--- config.mk ---
export PLATFORM = sky130hd
export DESIGN_NAME = versatile_interface_adapter
export DESIGN_NICKNAME = d
export VERILOG_FILES = /design/src/hw/rtl/via_pkg.sv /design/src/hw/rtl/versatile_interface_adapter.sv /design/src/hw/rtl/via_ctrl.sv /design/src/hw/rtl/via_dp.sv
export SDC_FILE = /design/constraint.sdc
export NUM_CORES = 1
export LEC_CHECK = 0
export ABC_AREA = 1
export BUFFER_PORTS_ARGS = -buffer_cell sky130_fd_sc_hd__buf_2
export CORE_MARGIN = 2
export CORE_UTILIZATION = 60
export CTS_BUF_LIST = sky130_fd_sc_hd__clkbuf_8
export DETAILED_ROUTE_END_ITERATION = 6
export PLACE_DENSITY = 0.79
export SYNTH_ARGS = -nofsm -noshare
export SYNTH_HDL_FRONTEND = slang
export SYNTH_SLANG_ARGS = --single-unit
--- constraint.sdc ---
create_clock -name clock -period 3.2 [get_ports clock]
set_input_delay 0.48 -clock clock [delete_from_list [all_inputs] [get_ports clock]]
set_output_delay 0.48 -clock clock [all_outputs]
set_load 0.005 [all_outputs]
--- src/hw/rtl/via_pkg.sv ---
// Shared types and constants for the versatile interface adapter.
package via_pkg;

   localparam logic [2:0] MODE_TICK  = 3'd0;
   localparam logic [2:0] MODE_READ  = 3'd1;
   localparam logic [2:0] MODE_WRITE = 3'd2;
   localparam logic [2:0] MODE_CA1   = 3'd3;
   localparam logic [2:0] MODE_CB1   = 3'd4;
   localparam logic [2:0] MODE_CA2   = 3'd5;
   localparam logic [2:0] MODE_CB2   = 3'd6;

   localparam logic [3:0] REG_ORB  = 4'd0;
   localparam logic [3:0] REG_ORA  = 4'd1;
   localparam logic [3:0] REG_DDRB = 4'd2;
   localparam logic [3:0] REG_DDRA = 4'd3;
   localparam logic [3:0] REG_T1CL = 4'd4;
   localparam logic [3:0] REG_T1CH = 4'd5;
   localparam logic [3:0] REG_T1LL = 4'd6;
   localparam logic [3:0] REG_T1LH = 4'd7;
   localparam logic [3:0] REG_T2CL = 4'd8;
   localparam logic [3:0] REG_T2CH = 4'd9;
   localparam logic [3:0] REG_SR   = 4'd10;
   localparam logic [3:0] REG_ACR  = 4'd11;
   localparam logic [3:0] REG_PCR  = 4'd12;
   localparam logic [3:0] REG_IFR  = 4'd13;
   localparam logic [3:0] REG_IER  = 4'd14;
   localparam logic [3:0] REG_ORAN = 4'd15;

   localparam logic [7:0] F_CA2 = 8'h01;
   localparam logic [7:0] F_CA1 = 8'h02;
   localparam logic [7:0] F_CB2 = 8'h08;
   localparam logic [7:0] F_CB1 = 8'h10;
   localparam logic [7:0] F_T2  = 8'h20;
   localparam logic [7:0] F_T1  = 8'h40;

   localparam logic [16:0] TIMER_RESET = 17'h1fffe;

   typedef struct packed {
      logic [2:0] mode;
      logic [3:0] reg_addr;
      logic [7:0] write_data;
      logic [6:0] elapsed;
      logic       pin_level;
      logic [7:0] port_a_pins;
      logic [7:0] port_b_pins;
   } req_type;

   typedef struct packed {
      logic [7:0] read_data;
      logic [7:0] port_a_drive;
      logic       port_a_strobe;
      logic [7:0] port_b_drive;
      logic       port_b_strobe;
      logic       irq_level;
   } rsp_type;

   // controller -> datapath
   typedef struct packed {
      logic load;     // capture item, apply all but timer-1 wrap
      logic wrap;     // one timer-1 reload add
   } cmd_type;

   // datapath -> controller
   typedef struct packed {
      logic need_wrap; // t1 count still below -3
   } sts_type;

endpackage

--- src/hw/rtl/versatile_interface_adapter.sv ---
// Top level of the 6522-style versatile interface adapter.
//   channel | dir | handshake           | payload
//   req     | in  | req_valid/req_ready | req_data (via_pkg::req_type)
//   rsp     | out | rsp_valid/rsp_ready | rsp_data (via_pkg::rsp_type)
// Each item is loaded, then gets one timer-1 reload add per wrap step while the
// timer-1 count is below -3, then waits for rsp_ready; the timer-1 wrap adder
// sets how many wrap steps an item needs.
// One item is handled at a time; req_ready is low until the result is taken.
// Synchronous active-high reset returns all registers to their 6522 defaults.
module versatile_interface_adapter (
   input  logic              clock,
   input  logic              reset,
   input  logic              req_valid,
   output logic              req_ready,
   input  via_pkg::req_type  req_data,
   output logic              rsp_valid,
   input  logic              rsp_ready,
   output via_pkg::rsp_type  rsp_data
);

   via_pkg::cmd_type cmd;
   via_pkg::sts_type sts;

   via_ctrl u_ctrl (
      .clock(clock), .reset(reset),
      .req_valid(req_valid), .req_ready(req_ready),
      .rsp_valid(rsp_valid), .rsp_ready(rsp_ready),
      .cmd(cmd), .sts(sts)
   );

   via_dp u_dp (
      .clock(clock), .reset(reset),
      .req(req_data), .cmd(cmd), .sts(sts), .rsp(rsp_data)
   );

endmodule

--- src/hw/rtl/via_ctrl.sv ---
// Controller: sequences item load, timer-1 wrap steps and result delivery.
module via_ctrl (
   input  logic              clock,
   input  logic              reset,
   input  logic              req_valid,
   output logic              req_ready,
   output logic              rsp_valid,
   input  logic              rsp_ready,
   output via_pkg::cmd_type  cmd,
   input  via_pkg::sts_type  sts
);

   typedef enum logic [1:0] {ST_IDLE, ST_WRAP, ST_DONE} state_type;
   state_type state_ff, state_in;

   always_comb begin
      state_in = state_ff;
      cmd = '0;
      case (state_ff)
         ST_IDLE: begin
            if (req_valid) begin
               cmd.load = 1'b1;
               state_in = ST_WRAP;
            end
         end
         ST_WRAP: begin
            if (sts.need_wrap) begin
               cmd.wrap = 1'b1;
            end else begin
               state_in = ST_DONE;
            end
         end
         ST_DONE: begin
            if (rsp_ready) begin
               state_in = ST_IDLE;
            end
         end
         default: state_in = ST_IDLE;
      endcase
   end

   assign req_ready = (state_ff == ST_IDLE);
   assign rsp_valid = (state_ff == ST_DONE);

   always_ff @(posedge clock) begin
      if (reset) begin
         state_ff <= ST_IDLE;
      end else begin
         state_ff <= state_in;
      end
   end

   a_wrap_only_in_wrap: assert property (@(posedge clock) disable iff (reset)
      cmd.wrap |-> state_ff == ST_WRAP) else $error("wrap outside wrap state");
   a_no_ready_busy: assert property (@(posedge clock) disable iff (reset)
      rsp_valid |-> !req_ready) else $error("ready while result pending");
   a_load_leaves_idle: assert property (@(posedge clock) disable iff (reset)
      cmd.load |=> state_ff == ST_WRAP) else $error("load did not start work");

endmodule

--- src/hw/rtl/via_dp.sv ---
// Datapath: register file, ports, timers and flag logic.
module via_dp (
   input  logic              clock,
   input  logic              reset,
   input  via_pkg::req_type  req,
   input  via_pkg::cmd_type  cmd,
   output via_pkg::sts_type  sts,
   output via_pkg::rsp_type  rsp
);

   logic [7:0]  out_a_ff, out_b_ff, latch_a_ff, latch_b_ff, dir_a_ff, dir_b_ff;
   logic [7:0]  sr_ff, acr_ff, pcr_ff;
   logic [6:0]  flag_ff, ier_ff;
   logic [16:0] t1_rel_ff, t2_rel_ff;
   logic [18:0] t1_cnt_ff, t2_cnt_ff;
   logic        t1_done_ff, t2_done_ff;
   logic [1:0]  fired_ff;
   logic        ca1_ff, ca2_ff, cb1_ff, cb2_ff;
   logic [7:0]  rd_ff;
   logic        sa_ff, sb_ff;

   logic [7:0]  out_a_in, out_b_in, latch_a_in, latch_b_in, dir_a_in, dir_b_in;
   logic [7:0]  sr_in, acr_in, pcr_in;
   logic [6:0]  flag_in, ier_in;
   logic [16:0] t1_rel_in, t2_rel_in;
   logic [18:0] t1_cnt_in, t2_cnt_in;
   logic        t1_done_in, t2_done_in;
   logic [1:0]  fired_in;
   logic        ca1_in, ca2_in, cb1_in, cb2_in;
   logic [7:0]  rd_in;
   logic        sa_in, sb_in;

   logic signed [18:0] n1, n2, t1c, t2c;
   logic [18:0] t1p1, t2p1;
   logic [7:0]  pa_val, pb_val;
   logic        lvl;

   localparam logic signed [18:0] M2 = -19'sd2;
   localparam logic signed [18:0] M3 = -19'sd3;

   always_comb begin
      out_a_in = out_a_ff; out_b_in = out_b_ff;
      latch_a_in = latch_a_ff; latch_b_in = latch_b_ff;
      dir_a_in = dir_a_ff; dir_b_in = dir_b_ff;
      sr_in = sr_ff; acr_in = acr_ff; pcr_in = pcr_ff;
      flag_in = flag_ff; ier_in = ier_ff;
      t1_rel_in = t1_rel_ff; t2_rel_in = t2_rel_ff;
      t1_cnt_in = t1_cnt_ff; t2_cnt_in = t2_cnt_ff;
      t1_done_in = t1_done_ff; t2_done_in = t2_done_ff;
      fired_in = fired_ff;
      ca1_in = ca1_ff; ca2_in = ca2_ff; cb1_in = cb1_ff; cb2_in = cb2_ff;
      rd_in = rd_ff; sa_in = sa_ff; sb_in = sb_ff;
      lvl = req.pin_level;
      t1c = t1_cnt_ff;
      t2c = t2_cnt_ff;
      n1 = t1c - 19'(req.elapsed);
      n2 = t2c - 19'(req.elapsed);
      t1p1 = 19'(t1_cnt_ff) + 19'd1;
      t2p1 = 19'(t2_cnt_ff) + 19'd1;
      pa_val = (out_a_ff & dir_a_ff) | ((acr_ff[0] ? latch_a_ff : req.port_a_pins) & ~dir_a_ff);
      pb_val = (out_b_ff & dir_b_ff) | ((acr_ff[1] ? latch_b_ff : req.port_b_pins) & ~dir_b_ff);

      if (cmd.wrap) begin
         t1_cnt_in = t1_cnt_ff + 19'(t1_rel_ff) + 19'd4;
      end

      if (cmd.load) begin
         rd_in = '0; sa_in = 1'b0; sb_in = 1'b0;
         case (req.mode)
            via_pkg::MODE_TICK: begin
               fired_in = '0;
               if (n1 < M2 && t1c > M3) begin
                  if (!t1_done_ff) begin
                     flag_in = flag_in | via_pkg::F_T1[6:0];
                     if (n1 == M3) fired_in[0] = 1'b1;
                     out_b_in = out_b_ff ^ {acr_ff[7], 7'd0};
                  end
                  if (!acr_ff[6]) t1_done_in = 1'b1;
               end
               // reload adds run one per cycle in the wrap state
               t1_cnt_in = n1;
               if (!acr_ff[5]) begin
                  t2_cnt_in = n2;
                  if (n2 < M2) begin
                     if (!t2_done_ff) begin
                        flag_in = flag_in | via_pkg::F_T2[6:0];
                        if (n2 == M3) fired_in[1] = 1'b1;
                        t2_done_in = 1'b1;
                     end
                     t2_cnt_in = n2 + 19'h20000;
                  end
               end
            end
            via_pkg::MODE_READ: begin
               case (req.reg_addr)
                  via_pkg::REG_ORA: begin
                     flag_in = flag_in & ~via_pkg::F_CA1[6:0];
                     if ((pcr_ff & 8'h0a) != 8'h02) flag_in = flag_in & ~via_pkg::F_CA2[6:0];
                     rd_in = pa_val;
                  end
                  via_pkg::REG_ORAN: rd_in = pa_val;
                  via_pkg::REG_ORB: begin
                     flag_in = flag_in & ~via_pkg::F_CB1[6:0];
                     if ((pcr_ff & 8'ha0) != 8'h20) flag_in = flag_in & ~via_pkg::F_CB2[6:0];
                     rd_in = pb_val;
                  end
                  via_pkg::REG_DDRA: rd_in = dir_a_ff;
                  via_pkg::REG_DDRB: rd_in = dir_b_ff;
                  via_pkg::REG_T1LL: rd_in = t1_rel_ff[8:1];
                  via_pkg::REG_T1LH: rd_in = t1_rel_ff[16:9];
                  via_pkg::REG_T1CL: begin
                     if (!fired_ff[0]) flag_in = flag_in & ~via_pkg::F_T1[6:0];
                     rd_in = t1p1[8:1];
                  end
                  via_pkg::REG_T1CH: rd_in = t1p1[16:9];
                  via_pkg::REG_T2CL: begin
                     if (!fired_ff[1]) flag_in = flag_in & ~via_pkg::F_T2[6:0];
                     rd_in = t2p1[8:1];
                  end
                  via_pkg::REG_T2CH: rd_in = t2p1[16:9];
                  via_pkg::REG_SR:   rd_in = sr_ff;
                  via_pkg::REG_ACR:  rd_in = acr_ff;
                  via_pkg::REG_PCR:  rd_in = pcr_ff;
                  via_pkg::REG_IER:  rd_in = {1'b1, ier_ff};
                  default: rd_in = {|(flag_ff & ier_ff), flag_ff};
               endcase
            end
            via_pkg::MODE_WRITE: begin
               case (req.reg_addr)
                  via_pkg::REG_ORA: begin
                     flag_in = flag_in & ~via_pkg::F_CA1[6:0];
                     if ((pcr_ff & 8'h0a) != 8'h02) flag_in = flag_in & ~via_pkg::F_CA2[6:0];
                     out_a_in = req.write_data; sa_in = 1'b1;
                  end
                  via_pkg::REG_ORAN: begin
                     out_a_in = req.write_data; sa_in = 1'b1;
                  end
                  via_pkg::REG_ORB: begin
                     flag_in = flag_in & ~via_pkg::F_CB1[6:0];
                     if ((pcr_ff & 8'ha0) != 8'h20) flag_in = flag_in & ~via_pkg::F_CB2[6:0];
                     out_b_in = req.write_data; sb_in = 1'b1;
                  end
                  via_pkg::REG_DDRA: begin dir_a_in = req.write_data; sa_in = 1'b1; end
                  via_pkg::REG_DDRB: begin dir_b_in = req.write_data; sb_in = 1'b1; end
                  via_pkg::REG_ACR:  acr_in = req.write_data;
                  via_pkg::REG_PCR:  pcr_in = req.write_data;
                  via_pkg::REG_SR:   sr_in = req.write_data;
                  via_pkg::REG_T1CL, via_pkg::REG_T1LL:
                     t1_rel_in = {t1_rel_ff[16:9], req.write_data, 1'b0};
                  via_pkg::REG_T1LH: begin
                     t1_rel_in = {req.write_data, t1_rel_ff[8:1], 1'b0};
                     if (acr_ff[6]) flag_in = flag_in & ~via_pkg::F_T1[6:0];
                  end
                  via_pkg::REG_T1CH: begin
                     if (acr_ff[7:6] == 2'b10) out_b_in = out_b_ff & 8'h7f;
                     t1_rel_in = {req.write_data, t1_rel_ff[8:1], 1'b0};
                     t1_cnt_in = {2'b00, req.write_data, t1_rel_ff[8:1], 1'b1};
                     t1_done_in = 1'b0;
                     flag_in = flag_in & ~via_pkg::F_T1[6:0];
                  end
                  via_pkg::REG_T2CL:
                     t2_rel_in = {t2_rel_ff[16:9], req.write_data, 1'b0};
                  via_pkg::REG_T2CH: begin
                     t2_rel_in = {req.write_data, t2_rel_ff[8:1], 1'b0};
                     t2_cnt_in = {2'b00, req.write_data, t2_rel_ff[8:1], 1'b1};
                     flag_in = flag_in & ~via_pkg::F_T2[6:0];
                     t2_done_in = 1'b0;
                  end
                  via_pkg::REG_IER: begin
                     if (req.write_data[7]) ier_in = ier_ff | req.write_data[6:0];
                     else ier_in = ier_ff & ~req.write_data[6:0];
                  end
                  default: flag_in = flag_ff & ~req.write_data[6:0];
               endcase
            end
            via_pkg::MODE_CA1: begin
               if (lvl != ca1_ff) begin
                  if (pcr_ff[0] == lvl) begin
                     if (acr_ff[0]) latch_a_in = req.port_a_pins;
                     flag_in = flag_in | via_pkg::F_CA1[6:0];
                  end
                  ca1_in = lvl;
               end
            end
            via_pkg::MODE_CB1: begin
               if (lvl != cb1_ff) begin
                  if (pcr_ff[4] == lvl) begin
                     if (acr_ff[1]) latch_b_in = req.port_b_pins;
                     flag_in = flag_in | via_pkg::F_CB1[6:0];
                  end
                  cb1_in = lvl;
               end
            end
            via_pkg::MODE_CA2: begin
               if (lvl != ca2_ff && !pcr_ff[3]) begin
                  if (pcr_ff[2] == lvl) flag_in = flag_in | via_pkg::F_CA2[6:0];
                  ca2_in = lvl;
               end
            end
            via_pkg::MODE_CB2: begin
               if (lvl != cb2_ff && !pcr_ff[7]) begin
                  if (pcr_ff[6] == lvl) flag_in = flag_in | via_pkg::F_CB2[6:0];
                  cb2_in = lvl;
               end
            end
            default: ;
         endcase
      end
   end

   assign sts.need_wrap = $signed(t1_cnt_ff) < M3;

   assign rsp.read_data     = rd_ff;
   assign rsp.port_a_drive  = (out_a_ff & dir_a_ff) | ~dir_a_ff;
   assign rsp.port_a_strobe = sa_ff;
   assign rsp.port_b_drive  = (out_b_ff & dir_b_ff) | ~dir_b_ff;
   assign rsp.port_b_strobe = sb_ff;
   assign rsp.irq_level     = |(flag_ff & ier_ff);

   always_ff @(posedge clock) begin
      if (reset) begin
         out_a_ff <= 8'hff; out_b_ff <= 8'hff; dir_a_ff <= 8'hff; dir_b_ff <= 8'hff;
         latch_a_ff <= '0; latch_b_ff <= '0; sr_ff <= '0; acr_ff <= '0; pcr_ff <= '0;
         flag_ff <= '0; ier_ff <= '0;
         t1_rel_ff <= via_pkg::TIMER_RESET; t2_rel_ff <= via_pkg::TIMER_RESET;
         t1_cnt_ff <= 19'(via_pkg::TIMER_RESET); t2_cnt_ff <= 19'(via_pkg::TIMER_RESET);
         t1_done_ff <= 1'b1; t2_done_ff <= 1'b1; fired_ff <= '0;
         ca1_ff <= 1'b0; ca2_ff <= 1'b0; cb1_ff <= 1'b0; cb2_ff <= 1'b0;
         rd_ff <= '0; sa_ff <= 1'b0; sb_ff <= 1'b0;
      end else begin
         out_a_ff <= out_a_in; out_b_ff <= out_b_in; dir_a_ff <= dir_a_in; dir_b_ff <= dir_b_in;
         latch_a_ff <= latch_a_in; latch_b_ff <= latch_b_in; sr_ff <= sr_in;
         acr_ff <= acr_in; pcr_ff <= pcr_in; flag_ff <= flag_in; ier_ff <= ier_in;
         t1_rel_ff <= t1_rel_in; t2_rel_ff <= t2_rel_in;
         t1_cnt_ff <= t1_cnt_in; t2_cnt_ff <= t2_cnt_in;
         t1_done_ff <= t1_done_in; t2_done_ff <= t2_done_in; fired_ff <= fired_in;
         ca1_ff <= ca1_in; ca2_ff <= ca2_in; cb1_ff <= cb1_in; cb2_ff <= cb2_in;
         rd_ff <= rd_in; sa_ff <= sa_in; sb_ff <= sb_in;
      end
   end

   a_wrap_moves_up: assert property (@(posedge clock) disable iff (reset)
      cmd.wrap |=> $signed(t1_cnt_ff) > $signed($past(t1_cnt_ff)))
      else $error("timer-1 wrap did not raise count");
   a_strobe_is_write: assert property (@(posedge clock) disable iff (reset)
      cmd.load && req.mode != via_pkg::MODE_WRITE |=> !sa_ff && !sb_ff)
      else $error("strobe without write");
   a_fired_tick_only: assert property (@(posedge clock) disable iff (reset)
      cmd.load && req.mode != via_pkg::MODE_TICK |=> $stable(fired_ff))
      else $error("fired bits changed off tick");

endmodule

==> results.tsv <==
stage	metric	value	unit
yosys	synth_area_leader_cell	dfxtp_1	
yosys	synth-seq-area-share	29.0	%
cts	htree_levels	4	
worst_setup_path	standard_cell_with_the_maximum_stage_delay_on_the_critical_path	dfxtp_1	
run	drv.max_cap_violation_count	0	
cells_and_area	postLayoutCoreUtil	67.0	%
floorplan	core_area	18800	um2
yosys	syn_inst	1779	
cts	cts-resized-gates	0	
cells_and_area	num-nets-final	1927	
worst_setup_path	path_class	flip-flop to flip-flop	
cts	cts_hold_repair_buffers	0	
cts	clk_root_buffer_cell	clkbuf_8	
place	dpl.cell_count	2073	
cells_and_area	num_antenna_cells	0	
global_routing	grt_pass1_vias	11800	
floorplan	fp-row-count	50	
cts	post-cts-setup-buffers	0	
cells_and_area	area_growth_syn_to_layout	8.76	%
yosys	yosys.cell_count.top_type	nand2_1	
sta	worst_pin_slew	858	ps
sta	clock-skew-final	20.1	ps
route	detail_route.drc_violations	0	
global_routing	grt_overflow	0	
yosys	ys_types	59	
hold_path	hp-class	input pin to flip-flop	
sta	max_slew_violations	0	
route	postRouteWirelength	41400	um
yosys	asyncSetResetFlopFracSynth	0	%
floorplan	start_util	61.6	%
worst_setup_path	cp_max_fo	7	
outcome	outcome	completed	
worst_setup_path	critPathCaptureType	flip-flop	
sta	setup_repair_after_global_routing_missed_its_margin	no	
global_routing	grt_antenna_before_repair	0	
yosys	yosys.area.top_type_share	29.0	%
cts	clock_tree.buffer_depth	2	
worst_setup_path	cpPeakStageDelay	500	ps
hold_path	hold_path_depth	3	
global_routing	maximum_number_of_pins_on_one_net_before_global_route_repair	53	
power	max-vdd-ir-drop	264	uV
sta	hold_viol	0	
floorplan	dieWidth	143	um
cts	cts_tree	yes	
yosys	syn_area_per_cell	6.53	um2
worst_setup_path	r2r_cells	12	
sta	slew-limit-headroom	42.7	%
global_routing	global_route_wire_length_before_repair	64100	um
sta	final.period_utilization	90.7	%
cts	cts_num_sinks	168	
yosys	synth.area.top_cells	dfxtp_1 (29%), nand2_1 (13%), inv_1 (6.6%)	
place	half_perimeter_wire_length_after_placement	31300	um
sta	finalCriticalPeriod	2900	ps
worst_setup_path	r2r_setup_slack	300	ps
worst_setup_path	cp_data_required_time	3550	ps
sta	upper_clock_frequency_limit	345	MHz
global_routing	gr-usage-all-layers	40.6	%
yosys	synthTopCellsByCount	nand2_1 (391), inv_1 (203), dfxtp_1 (168)	
cells_and_area	drive_above_1_share	11.7	%
floorplan	floorplan_die_area	20500	um2
sta	tns	0	ps
yosys	postSynthNetCount	1874	
cts	clkLatencyLatePin	480	ps
route	final_routed_wire_length_divided_by_cell_count	19.7	um
floorplan	die_span_y	143	um
yosys	synth_flop_cell	dfxtp_1	
place	port_buffers	71	
place	routabilityCongestion	1.00	
cells_and_area	post_layout_nonfiller_instances	2105	
worst_setup_path	critical_path_cell_list	inv_1 > ha_1 > inv_1 > ha_1 > fa_1 > nand2_1 > a21oi_1 > a31oi_1 > o21ai_0 > or2_2 > a21oi_1 > o221ai_1	
worst_setup_path	crit_arrival	3250	ps
power	cellLeakagePower	0.00595	uW
cts	clkTransAtPathRegs	110	ps
route	dr.first_iter.drc_count	1643	
cells_and_area	reg_top3	u_dp.t1_cnt_ff x19, u_dp.t2_cnt_ff x19, u_dp.t1_rel_ff x16	
yosys	netlist_area_before_placement	11600	um2
yosys	synth-edff-count	0	
yosys	synth_warnings	0	
floorplan	io-pin-count	72	
yosys	count_of_state_elements_after_synthesis	168	
power	power.density_cell_area	393	nW/um2
route	detail-route-antenna-nets	0	
route	viasPerCell	6.15	
route	dr_total_vias	12900	
route	drt_pre_antenna_iters	6	
cts	cts_made_buffers	17	
sta	finalSetupViolCount	0	
worst_setup_path	timing.critical_path.from_type	flip-flop	
==> cell families (layout without fill, tap and decap cells) <==
logic type,count (synthesis),count (layout),synth area share [%]
xor+xnor,24,24,1.88
simple gates,807,807,30.9
compound gates,437,437,22.6
fa+ha+maj,52,52,5.80
flops,168,168,29.0
buf+inv,291,357,9.91
==> per-layer routing <==
metal | GRT usage [%] | part of all wire (%)
met3 | 8.08 | 11
met5 | 0 | 0
met1 | 54.8 | 41
met2 | 63.3 | 44
met4 | 16.8 | 4.3
==> through the flow <==
| step | area [um2] | worst slack, ps | hold WS, ps | power (uW) |
|---|---|---|---|---|
| after global placement | 12200 | 364 | 443 | 3280 |
| after global routing | 12600 | 73.5 | 250 | 5150 |
| after floorplan | 11600 | 724 | 430 | 2960 |
| after detailed placement | 12200 | 328 | 454 | 3290 |
| after CTS | 12600 | 334 | 244 | 4920 |
| final | 12600 | 297 | 245 | 4960 |
==> power by group <==
part | switching [uW] | internal, uW | total (uW)
clock network | 924 | 751 | 1680
logic | 743 | 351 | 1090
registers | 64.9 | 2130 | 2190
==> layout by cell type, fill, tap and decap left out, types with 5 or more instances in the layout <==
| cell | count |
|---|---|
| nand2_1 | 391 |
| inv_1 | 203 |
| dfxtp_1 | 168 |
| nor2_1 | 153 |
| a21oi_1 | 149 |
| o21ai_0 | 129 |
| nand3_1 | 116 |
| o211ai_1 | 81 |
| buf_2 | 71 |
| ha_1 | 49 |
| nor3_1 | 35 |
| nand4_1 | 34 |
| buf_4 | 25 |
| inv_2 | 22 |
| nor2_2 | 20 |
| clkbuf_8 | 18 |
| a211oi_1 | 15 |
| xor2_1 | 13 |
| or2_2 | 12 |
| xnor2_1 | 10 |
| nand2_2 | 9 |
| o22ai_1 | 8 |
| nand3b_1 | 8 |
| nor2_4 | 7 |
| o221ai_1 | 7 |
| o2111ai_1 | 7 |
| o21ai_1 | 7 |
| nor4_1 | 6 |
| inv_6 | 6 |
| a31oi_1 | 5 |
| a211oi_2 | 5 |
==> worst max-delay path, delay by kind of cell (launching register included) <==
family | cells | cell delay (ps)
AND/OR/NAND/NOR | 2 | 390
buffers and inverters | 2 | 150
flip-flops | 1 | 500
adder cells (fa/ha/maj) | 3 | 920
AO/OA/AOI/OAI | 5 | 830
==> area by class of cell <==
| class | instances | area, um2 |
|---|---|---|
| repair buffers | 97 | 563 |
| fillers | 1763 | 6200 |
| clock buffers | 18 | 248 |
| well taps | 260 | 325 |
| clock inverters | 14 | 175 |
| multi-input cells | 1320 | 7100 |
| flip-flops and latches | 168 | 3360 |
| inverters | 228 | 856 |
==> worst paths after layout <==
path	to	startpoint
max	u_dp.t1_cnt_ff[10]	u_dp.t1_cnt_ff[2]
min	u_dp.latch_b_ff[3]	req_data[3]
min reg2reg	u_dp.rd_ff[2]	u_dp.rd_ff[2]
max reg2reg	u_dp.t1_cnt_ff[10]	u_dp.t1_cnt_ff[2]
(Power assumes the default switching activity.)
